$ cat config.mk
export PLATFORM = sky130hd
export DESIGN_NAME = integer_point_heading_degrees_core
export DESIGN_NICKNAME = d
export VERILOG_FILES = /design/src/hw/rtl/iphd_pkg.sv /design/src/hw/rtl/integer_point_heading_degrees_core.sv /design/src/hw/rtl/iphd_front.sv /design/src/hw/rtl/iphd_cell.sv
export SDC_FILE = /design/constraint.sdc
export NUM_CORES = 1
export LEC_CHECK = 0
export ABC_AREA = 1
export BUFFER_PORTS_ARGS = -buffer_cell sky130_fd_sc_hd__clkbuf_2
export CAP_MARGIN = 20
export CORE_MARGIN = 4
export CORE_UTILIZATION = 58
export CTS_BUF_LIST = sky130_fd_sc_hd__clkbuf_16
export DETAILED_ROUTE_END_ITERATION = 12
export PLACE_DENSITY_LB_ADDON = 0.12
export SYNTH_ARGS = -nofsm -noshare
export SYNTH_HDL_FRONTEND = slang
export SYNTH_HIERARCHICAL = 1
export SYNTH_SLANG_ARGS = --single-unit
$ cat constraint.sdc
create_clock -name i_clk -period 34.3 [get_ports i_clk]
set_clock_uncertainty 0.2 [all_clocks]
set_input_delay 1.715 -clock i_clk [delete_from_list [all_inputs] [get_ports i_clk]]
set_output_delay 1.715 -clock i_clk [all_outputs]
set_load 0.01 [all_outputs]
$ cat src/hw/rtl/iphd_pkg.sv
// ----------------------------------------------------------------------------
// iphd_pkg
// Shared constants, types and the arctangent table for the heading core.
// ----------------------------------------------------------------------------
package iphd_pkg;

    localparam int COORD_BITS_DEF = 16;

    // Quotient of 100 * min / max is at most 100, so 7 bits cover it
    localparam int QUOT_BITS = 7;
    localparam int QUOT_MAX  = 100;
    localparam int ANG_BITS  = 6;
    localparam int HEAD_BITS = 9;

    localparam int DEG_90  = 90;
    localparam int DEG_180 = 180;
    localparam int DEG_360 = 360;

    // Exact quotients that step down one table entry
    localparam int FIX_Q0 = 29;
    localparam int FIX_Q1 = 57;
    localparam int FIX_Q2 = 58;

    // Side information carried beside the divider data
    typedef struct packed {
        logic vld;
        logic zero;
        logic steep;
        logic xneg;
        logic yneg;
    } t_side;

    // trunc(atan(i / 100) * 57.2957795), i = 0..100
    localparam logic [ANG_BITS-1:0] ATAN_ROM [0:QUOT_MAX] = '{
        6'd0,  6'd0,  6'd1,  6'd1,  6'd2,  6'd2,  6'd3,  6'd4,  6'd4,  6'd5,
        6'd5,  6'd6,  6'd6,  6'd7,  6'd7,  6'd8,  6'd9,  6'd9,  6'd10, 6'd10,
        6'd11, 6'd11, 6'd12, 6'd12, 6'd13, 6'd14, 6'd14, 6'd15, 6'd15, 6'd16,
        6'd16, 6'd17, 6'd17, 6'd18, 6'd18, 6'd19, 6'd19, 6'd20, 6'd20, 6'd21,
        6'd21, 6'd22, 6'd22, 6'd23, 6'd23, 6'd24, 6'd24, 6'd25, 6'd25, 6'd26,
        6'd26, 6'd27, 6'd27, 6'd27, 6'd28, 6'd28, 6'd29, 6'd29, 6'd30, 6'd30,
        6'd30, 6'd31, 6'd31, 6'd32, 6'd32, 6'd33, 6'd33, 6'd33, 6'd34, 6'd34,
        6'd34, 6'd35, 6'd35, 6'd36, 6'd36, 6'd36, 6'd37, 6'd37, 6'd37, 6'd38,
        6'd38, 6'd39, 6'd39, 6'd39, 6'd40, 6'd40, 6'd40, 6'd41, 6'd41, 6'd41,
        6'd41, 6'd42, 6'd42, 6'd42, 6'd43, 6'd43, 6'd43, 6'd44, 6'd44, 6'd44,
        6'd44
    };

    function automatic logic [ANG_BITS-1:0] atan_deg(input logic [QUOT_BITS-1:0] idx);
        logic [ANG_BITS-1:0] res;
        if (idx > QUOT_BITS'(QUOT_MAX)) begin
            res = ATAN_ROM[QUOT_MAX];
        end else begin
            res = ATAN_ROM[idx];
        end
        return res;
    endfunction

endpackage

$ cat src/hw/rtl/integer_point_heading_degrees_core.sv
// ----------------------------------------------------------------------------
// integer_point_heading_degrees_core
// Whole-degree heading (0..359) from two signed integer points.
// ----------------------------------------------------------------------------
// One point pair is taken every clock while the output side is ready; each
// result passes through two delta/magnitude stages, a row of seven divider
// cells that each resolve one bit of 100*min/max, and the table/quadrant
// output register. The whole pipe holds when a result is waiting on the
// output and the consumer is not ready.
module integer_point_heading_degrees_core #(
    parameter int COORD_BITS = iphd_pkg::COORD_BITS_DEF
) (
    input  logic                                i_clk,
    input  logic                                i_rst_n,
    input  logic                                s_axis_tvalid,
    output logic                                s_axis_tready,
    // from_x, from_y, to_x, to_y (lowest first), zero padded to bytes
    input  logic [((4*COORD_BITS+7)/8)*8-1:0]   s_axis_tdata,
    output logic                                m_axis_tvalid,
    input  logic                                m_axis_tready,
    // heading[8:0], zero padded
    output logic [15:0]                         m_axis_tdata
);

    localparam int QB = iphd_pkg::QUOT_BITS;
    localparam int RW = COORD_BITS + 8;
    localparam int DW = COORD_BITS + 1;

    logic w_en;

    iphd_pkg::t_side w_side [0:QB];
    logic [RW-1:0]   w_rem  [0:QB];
    logic [DW-1:0]   w_den  [0:QB];
    logic [QB-1:0]   w_quot [0:QB];

    logic                          r_out_vld;
    logic [iphd_pkg::HEAD_BITS-1:0] r_heading;

    assign w_en          = !r_out_vld || m_axis_tready;
    assign s_axis_tready = w_en;

    iphd_front #(
        .COORD_BITS (COORD_BITS)
    ) u_front (
        .i_clk    (i_clk),
        .i_rst_n  (i_rst_n),
        .i_en     (w_en),
        .i_vld    (s_axis_tvalid),
        .i_from_x (s_axis_tdata[0*COORD_BITS +: COORD_BITS]),
        .i_from_y (s_axis_tdata[1*COORD_BITS +: COORD_BITS]),
        .i_to_x   (s_axis_tdata[2*COORD_BITS +: COORD_BITS]),
        .i_to_y   (s_axis_tdata[3*COORD_BITS +: COORD_BITS]),
        .o_side   (w_side[0]),
        .o_rem    (w_rem[0]),
        .o_den    (w_den[0])
    );

    assign w_quot[0] = '0;

    for (genvar j = 0; j < QB; j++) begin : g_cell
        iphd_cell #(
            .COORD_BITS (COORD_BITS),
            .SHIFT      (QB - 1 - j)
        ) u_cell (
            .i_clk   (i_clk),
            .i_rst_n (i_rst_n),
            .i_en    (w_en),
            .i_side  (w_side[j]),
            .i_rem   (w_rem[j]),
            .i_den   (w_den[j]),
            .i_quot  (w_quot[j]),
            .o_side  (w_side[j+1]),
            .o_rem   (w_rem[j+1]),
            .o_den   (w_den[j+1]),
            .o_quot  (w_quot[j+1])
        );
    end

    // Table lookup and quadrant fold
    iphd_pkg::t_side                   w_fs;
    logic [QB-1:0]                     w_q;
    logic                              w_fix;
    logic [QB-1:0]                     w_idx;
    logic [iphd_pkg::ANG_BITS-1:0]     w_t;
    logic signed [10:0]                w_ang;
    logic [iphd_pkg::HEAD_BITS-1:0]    n_heading;

    assign w_fs  = w_side[QB];
    assign w_q   = w_quot[QB];
    // exact quotients 29, 57 and 58 step down one entry
    assign w_fix = (w_rem[QB] == '0)
                && (w_q == QB'(iphd_pkg::FIX_Q0) || w_q == QB'(iphd_pkg::FIX_Q1)
                    || w_q == QB'(iphd_pkg::FIX_Q2));
    assign w_idx = w_fix ? (w_q - QB'(1)) : w_q;
    assign w_t   = iphd_pkg::atan_deg(w_idx);

    always_comb begin
        w_ang = 11'(w_t);
        if (w_fs.steep) begin
            w_ang = 11'(iphd_pkg::DEG_90) - w_ang;
        end
        priority if (w_fs.xneg && !w_fs.yneg) begin
            w_ang = 11'(iphd_pkg::DEG_180) - w_ang;
        end else if (w_fs.xneg && w_fs.yneg) begin
            w_ang = w_ang + 11'(iphd_pkg::DEG_180);
        end else if (!w_fs.xneg && w_fs.yneg) begin
            w_ang = -w_ang;
        end else begin
            w_ang = w_ang;
        end
        w_ang = w_ang - 11'(iphd_pkg::DEG_90);
        if (w_ang < 0) begin
            w_ang = w_ang + 11'(iphd_pkg::DEG_360);
        end
        if (w_fs.zero) begin
            n_heading = '0;
        end else begin
            n_heading = w_ang[iphd_pkg::HEAD_BITS-1:0];
        end
    end

    always_ff @(posedge i_clk) begin
        if (!i_rst_n) begin
            r_out_vld <= 1'b0;
        end else if (w_en) begin
            r_out_vld <= w_fs.vld;
        end
        if (w_en) begin
            r_heading <= n_heading;
        end
    end

    assign m_axis_tvalid = r_out_vld;
    assign m_axis_tdata  = {{(16 - iphd_pkg::HEAD_BITS){1'b0}}, r_heading};

endmodule

$ cat src/hw/rtl/iphd_front.sv
// ----------------------------------------------------------------------------
// iphd_front
// Delta, magnitude and steepness stages; forms 100 * min and max for the divider.
// ----------------------------------------------------------------------------
module iphd_front #(
    parameter int COORD_BITS = iphd_pkg::COORD_BITS_DEF
) (
    input  logic                    i_clk,
    input  logic                    i_rst_n,
    input  logic                    i_en,
    input  logic                    i_vld,
    input  logic [COORD_BITS-1:0]   i_from_x,
    input  logic [COORD_BITS-1:0]   i_from_y,
    input  logic [COORD_BITS-1:0]   i_to_x,
    input  logic [COORD_BITS-1:0]   i_to_y,
    output iphd_pkg::t_side         o_side,
    output logic [COORD_BITS+7:0]   o_rem,
    output logic [COORD_BITS:0]     o_den
);

    localparam int DW = COORD_BITS + 1;
    localparam int RW = COORD_BITS + 8;

    logic                 r_vld1;
    logic signed [DW-1:0] r_dx;
    logic signed [DW-1:0] r_dy;
    logic signed [DW-1:0] n_dx;
    logic signed [DW-1:0] n_dy;

    logic [DW-1:0]   w_ax;
    logic [DW-1:0]   w_ay;
    logic            w_steep;
    logic [DW-1:0]   w_num;
    logic [DW-1:0]   w_den;
    logic [RW-1:0]   w_prod;
    iphd_pkg::t_side n_side;
    iphd_pkg::t_side r_side;
    logic [RW-1:0]   r_rem;
    logic [DW-1:0]   r_den;

    assign n_dx = $signed({i_from_x[COORD_BITS-1], i_from_x})
                - $signed({i_to_x[COORD_BITS-1], i_to_x});
    assign n_dy = $signed({i_from_y[COORD_BITS-1], i_from_y})
                - $signed({i_to_y[COORD_BITS-1], i_to_y});

    always_ff @(posedge i_clk) begin
        if (!i_rst_n) begin
            r_vld1 <= 1'b0;
        end else if (i_en) begin
            r_vld1 <= i_vld;
        end
        if (i_en) begin
            r_dx <= n_dx;
            r_dy <= n_dy;
        end
    end

    // Magnitude fits DW bits unsigned, including the most negative delta
    assign w_ax    = r_dx[DW-1] ? DW'(-r_dx) : DW'(r_dx);
    assign w_ay    = r_dy[DW-1] ? DW'(-r_dy) : DW'(r_dy);
    assign w_steep = w_ax < w_ay;
    assign w_num   = w_steep ? w_ax : w_ay;
    assign w_den   = w_steep ? w_ay : w_ax;
    // 100 = 64 + 32 + 4
    assign w_prod  = (RW'(w_num) << 6) + (RW'(w_num) << 5) + (RW'(w_num) << 2);

    always_comb begin
        n_side.vld   = r_vld1;
        n_side.zero  = (w_den == '0);
        n_side.steep = w_steep;
        n_side.xneg  = r_dx[DW-1];
        n_side.yneg  = r_dy[DW-1];
    end

    always_ff @(posedge i_clk) begin
        if (!i_rst_n) begin
            r_side <= '0;
        end else if (i_en) begin
            r_side <= n_side;
        end
        if (i_en) begin
            r_rem <= w_prod;
            r_den <= w_den;
        end
    end

    assign o_side = r_side;
    assign o_rem  = r_rem;
    assign o_den  = r_den;

endmodule

$ cat src/hw/rtl/iphd_cell.sv
// ----------------------------------------------------------------------------
// iphd_cell
// One restoring-division cell: settles one quotient bit and passes the rest on.
// ----------------------------------------------------------------------------
module iphd_cell #(
    parameter int COORD_BITS = iphd_pkg::COORD_BITS_DEF,
    parameter int SHIFT      = 0
) (
    input  logic                            i_clk,
    input  logic                            i_rst_n,
    input  logic                            i_en,
    input  iphd_pkg::t_side                 i_side,
    input  logic [COORD_BITS+7:0]           i_rem,
    input  logic [COORD_BITS:0]             i_den,
    input  logic [iphd_pkg::QUOT_BITS-1:0]  i_quot,
    output iphd_pkg::t_side                 o_side,
    output logic [COORD_BITS+7:0]           o_rem,
    output logic [COORD_BITS:0]             o_den,
    output logic [iphd_pkg::QUOT_BITS-1:0]  o_quot
);

    localparam int RW = COORD_BITS + 8;

    logic [RW-1:0]                    w_dsh;
    logic                             w_ge;
    logic [RW-1:0]                    n_rem;
    logic [iphd_pkg::QUOT_BITS-1:0]   n_quot;
    iphd_pkg::t_side                  r_side;
    logic [RW-1:0]                    r_rem;
    logic [COORD_BITS:0]              r_den;
    logic [iphd_pkg::QUOT_BITS-1:0]   r_quot;

    assign w_dsh = RW'(i_den) << SHIFT;
    assign w_ge  = i_rem >= w_dsh;
    assign n_rem = w_ge ? (i_rem - w_dsh) : i_rem;

    always_comb begin
        n_quot        = i_quot;
        n_quot[SHIFT] = w_ge;
    end

    always_ff @(posedge i_clk) begin
        if (!i_rst_n) begin
            r_side <= '0;
        end else if (i_en) begin
            r_side <= i_side;
        end
        if (i_en) begin
            r_rem  <= n_rem;
            r_den  <= i_den;
            r_quot <= n_quot;
        end
    end

    assign o_side = r_side;
    assign o_rem  = r_rem;
    assign o_den  = r_den;
    assign o_quot = r_quot;

endmodule
# After elaboration in Yosys (flattened, before gate mapping)
# Memory sizes are Yosys's and may differ from the RTL's.
# Index checks and enable logic that the tools add are counted.
[op_classes]
addsub = 20
magnitude_cmp = 11
n_eq_ne = 3
muxes = 20
bitwise = 1
n_reduce_logical = 12
[ops]
columns = ["operator", "count"]
rows = [
  ["24-bit two-way mux", 7],
  ["17-bit two-way mux", 4],
  ["11-bit two-way mux", 4],
  ["17-bit negator", 2],
  ["16-bit by 16-bit subtractor with 17-bit output", 2],
  ["23-bit by 22-bit adder with 24-bit output", 1],
  ["24-bit by 19-bit adder with 24-bit output", 1],
  ["24-bit by 17-bit greater-or-equal comparator with 1-bit output", 1],
  ["24-bit by 18-bit greater-or-equal comparator with 1-bit output", 1],
  ["24-bit by 19-bit greater-or-equal comparator with 1-bit output", 1],
  ["24-bit by 20-bit greater-or-equal comparator with 1-bit output", 1],
  ["24-bit by 21-bit greater-or-equal comparator with 1-bit output", 1],
  ["24-bit by 22-bit greater-or-equal comparator with 1-bit output", 1],
  ["24-bit by 23-bit greater-or-equal comparator with 1-bit output", 1],
  ["24-bit logical NOT", 1],
  ["24-bit by 17-bit subtractor with 24-bit output", 1],
  ["24-bit by 18-bit subtractor with 24-bit output", 1],
  ["24-bit by 19-bit subtractor with 24-bit output", 1],
  ["24-bit by 20-bit subtractor with 24-bit output", 1],
  ["24-bit by 21-bit subtractor with 24-bit output", 1],
  ["24-bit by 22-bit subtractor with 24-bit output", 1],
  ["24-bit by 23-bit subtractor with 24-bit output", 1],
  ["6-bit two-way mux", 3],
  ["17-bit logical NOT", 1],
  ["19 further kinds", 27],
]
[totals]
register_bits = 424
rom_bits = 768
in_bits = 68
word_cells = 135
memories = 1
[mem_list]
columns = ["name", "words", "width", "read_ports", "rd_clocked_by_memory_dff", "write_ports", "line", "source"]
rows = [
  ["(no name shown)", 128, 6, 1, 0, 0, "iphd_pkg.sv:53", "res = ATAN_ROM[idx];"],
]

# Depth between registers and ports, before layout
[logic_depth]
depth_word = 19
ltp_mapped = 41
mapped_depth_nobuf = 41

# Hierarchy
# Netlist, hierarchy kept.
[modules_own_cells]
columns = ["mod", "n_inst", "cells_per_inst", "area_per_inst_um2", "seq_area_each_um2"]
rows = [
  ["iphd_front", 1, 790, 6655.1, 2312.2],
  ["iphd_cell at g_cell[6].u_cell", 1, 461, 3529.6, 1541.5],
  ["iphd_cell at g_cell[5].u_cell", 1, 441, 3445.8, 1541.5],
  ["iphd_cell at g_cell[4].u_cell", 1, 454, 3388.2, 1541.5],
  ["iphd_cell at g_cell[1].u_cell", 1, 419, 3291.9, 1541.5],
  ["iphd_cell at g_cell[3].u_cell", 1, 420, 3286.9, 1541.5],
  ["iphd_cell at g_cell[2].u_cell", 1, 425, 3265.6, 1541.5],
  ["iphd_cell at g_cell[0].u_cell", 1, 393, 3233.1, 1541.5],
  ["integer_point_heading_degrees_core", 1, 451, 2578.7, 290.3],
]

# Worst setup path after synthesis
# No wires, ideal clock.
[synth_path]
path_kind = "input-to-reg"
from = "input port m_axis_tready"
to = "register g_cell[0].u_cell.r_side, in the netlist g_cell[0].u_cell/o_side[0]"
setup_time_ns = 0.175
arrival_ns = 12.677
required_ns = 33.925
setup_slack_ns = 21.248
path_stages = 5
n_path_buf = 0
cell_sequence = "inv_1 -> nand2_1 -> inv_1 -> nor2_1 -> nor2_1"
[synth_via]
elab_chain_cells = 1
[synth_rtl]
columns = ["item", "line", "source"]
rows = [
  ["from (decl)", "integer_point_heading_degrees_core.sv:20", "input logic m_axis_tready,"],
  ["1-bit logical OR", "integer_point_heading_degrees_core.sv:39", "assign w_en = !r_out_vld || m_axis_tready;"],
  ["named net s_axis_tready", "integer_point_heading_degrees_core.sv:16", "output logic s_axis_tready,"],
  ["to (signal assigned)", "iphd_cell.sv:46", "r_side <= i_side;"],
  ["to (decl)", "iphd_cell.sv:28", "iphd_pkg::t_side r_side;"],
]
# The timed path passes the listed nets, and every way through them passes these cells.
# A chain may end at the register's enable or synchronous reset.

# Final worst setup path
[layout_path]
from = "register u_front.r_dx[0]"
to = "register u_front.r_rem[20], in the netlist u_front/o_rem[20] (data pin)"
[layout_via]
elab_chain_cells = 6
[layout_rtl]
columns = ["item", "line", "source"]
rows = [
  ["from (decl)", "iphd_front.sv:25", "logic signed [DW-1:0] r_dx;"],
  ["from (signal assigned)", "iphd_front.sv:53", "r_dx <= n_dx;"],
  ["17-bit negator", "iphd_front.sv:59", "assign w_ax = r_dx[DW-1] ? DW'(-r_dx) : DW'(r_dx);"],
  ["17-bit two-way mux *", "iphd_front.sv:59", ""],
  ["17-bit less-than comparator", "iphd_front.sv:61", "assign w_steep = w_ax < w_ay;"],
  ["17-bit two-way mux *", "iphd_front.sv:62", "assign w_num = w_steep ? w_ax : w_ay;"],
  ["named net u_front.w_num[1]", "iphd_front.sv:33", "logic [DW-1:0] w_num;"],
  ["23-bit by 22-bit adder with 24-bit output", "iphd_front.sv:65", "assign w_prod = (RW'(w_num) << 6) + (RW'(w_num) << 5) + (RW'(w_num) << 2);"],
  ["24-bit by 19-bit adder with 24-bit output *", "iphd_front.sv:65", ""],
  ["named net u_front.w_prod[20]", "iphd_front.sv:35", "logic [RW-1:0] w_prod;"],
  ["to (signal assigned)", "iphd_front.sv:82", "r_rem <= w_prod;"],
  ["to (decl)", "iphd_front.sv:38", "logic [RW-1:0] r_rem;"],
]
# The timed path passes the listed nets; every way through them passes the cells marked *.

==> metrics.txt <==
cts hold-fix bufs=0; CTS H-tree depth=2; vias in the first global route=23900; Die Ht=241 um; Final Slew Violations=0; max frequency=roughly 0.14 GHz; routed wire length per instance=~15 um; boundary pin count=86; Crit Path Category=flop to flop; status=finished clean; Worst setup EP type=flop; total CTS buffers=45; average size of a mapped cell=7.48 um^2; DR DRC count=0; final setup violating endpoints=0; Slew @ Worst Pin=1030 ps; Hold Crit Class=flop to flop; DR vias=~26000; # Max-Cap Violations=0; CTS tree=done; core area=~54000 um^2; worst-path fanout max=39; synth warn=6; die area=58200 um^2; worst-skew pair later-pin latency=590 ps; Slew headroom=31.2%; DRT Pass-1 Iters=6; synth-to-layout area growth=7.82%; Setup Fix Bufs, Post-CTS=0; clock sink total=about 420; GRT overflow=0; RSZ-0062 raised after global routing=no; clock buffer depth=3; initial detailed-routing violation count=1936; Mapped Cells=4216; Reg clk slew, reported paths=60 ps; total global-route track usage=around 26%; final hold violation count=0; Crit path required time=roughly 34000 ps; Routed Wire Length=75100 um; initial antenna violation count=0; Final Cycle Share=20.6%; die width=241 um; minimum clock period=7050 ps; DR vias/cell=5.15; first-pass GRT wire length=121000 um; row cnt=85; Worst path slowest cell=nor4_1; post-cts sizing count=0; nets=4599; register area=12300 um^2; number of fill cells=4898; DP HPWL=59000 um; TNS Setup=0 ps; Crit path arrival time=7180 ps; post-route ant nets=0; most frequent CP cell=nand2_1; Syn Std Cell Area=31500 um^2; CTS root buf=clkbuf_16; largest net degree at the start of global routing=196; layout cell share with drive strength beyond 1=9.77%; Port Buf Inserts=a little under 80; routability cong.=0.905; initial core utilization=58.6%; area occupied by multi-input gates=about 16000 um^2; crit-path max cell delay=510 ps; startpoint types=flop
-- cell type report --
type | instances | share of cell area [%]
Antenna cell | 1 | 0.00736
Clock buffer | 47 | 3.46
Clock inverter | 37 | 1.09
Inverter | 764 | 8.45
Multi-Input combinational cell | 2989 | 47.1
Sequential cell | 422 | 36.0
Tap cell | 696 | 2.56
Timing Repair Buffer | 82 | 1.33
-- cell usage in the layout, fill, tap and decap left out, types with 47 or more instances in the layout --
master and instances:
nand2_2 84, ha_1 214, inv_2 54, xor2_1 102, inv_1 713, a21oi_1 137
nor2_1 338, nand2_1 1432, nand3_1 242, edfxtp_1 380, clkbuf_2 78, o21ai_0 95
clkbuf_16 47
-- worst max-delay path: cells and delay by family (launching register included) --
| kind | cells | cell delay [ps] |
|---|---|---|
| flops | 1 | 430 |
| compound gates | 9 | 1570 |
| simple gates | 14 | 2260 |
| xor+xnor | 2 | 300 |
| fa+ha+maj | 4 | 1340 |
| buf+inv | 4 | 670 |
-- per-stage QoR --
stage               std cells  setup WS (ps)  hold slack (ps)  area [um^2]  utilization [%]
floorplan                4223          22070              200        31600                -
global placement         4952          27490              200        32400             60.2
detailed placement       4952          27400              205        32400             60.2
CTS                      5036          27380              215        34000             63.1
global route             5037          26530              226        34000             63.2
finish                   5038          27250              212        34000             63.2
-- path summary, 6_finish.rpt --
path	start	end	slack, ps	cells past startpoint
max	u_front/r_dx[0]$_DFFE_PP_	u_front/o_rem[20]$_DFFE_PP_	27250	33
min	g_cell[5].u_cell/o_quot[2]$_DFFE_PP_	g_cell[6].u_cell/o_quot[2]$_DFFE_PP_	210	0
max reg2reg	u_front/r_dx[0]$_DFFE_PP_	u_front/o_rem[20]$_DFFE_PP_	27250	33
min reg2reg	g_cell[5].u_cell/o_quot[2]$_DFFE_PP_	g_cell[6].u_cell/o_quot[2]$_DFFE_PP_	210	0
-- sequential cells by signal, summed over array words and instances (netlist names) --
name / count
g_cell.u_cell/o_den: 102
g_cell.u_cell/o_quot: 28
g_cell.u_cell/o_rem: 168
g_cell.u_cell/o_side: 35
m_axis_tvalid: 1
r_heading: 9
u_front/o_den: 17
u_front/o_rem: 22
u_front/o_side: 5
u_front/r_dx: 17
u_front/r_dy: 17
u_front/r_vld1: 1
-- metal layers --
metal | GRT usage [%] | vias to the layer above | part of all wire (%)
met2 | 42.5 | 565 | 46
met4 | 7.82 | 0 | 3.0
li1 | - | 13500 | -
met3 | 3.63 | 125 | 5.1
met1 | 35.5 | 11700 | 46
met5 | 0 | - | 0
Power is left out: the tool's default activity adds up to more than one toggle a clock period on the data nets, which glitch-free logic cannot reach.
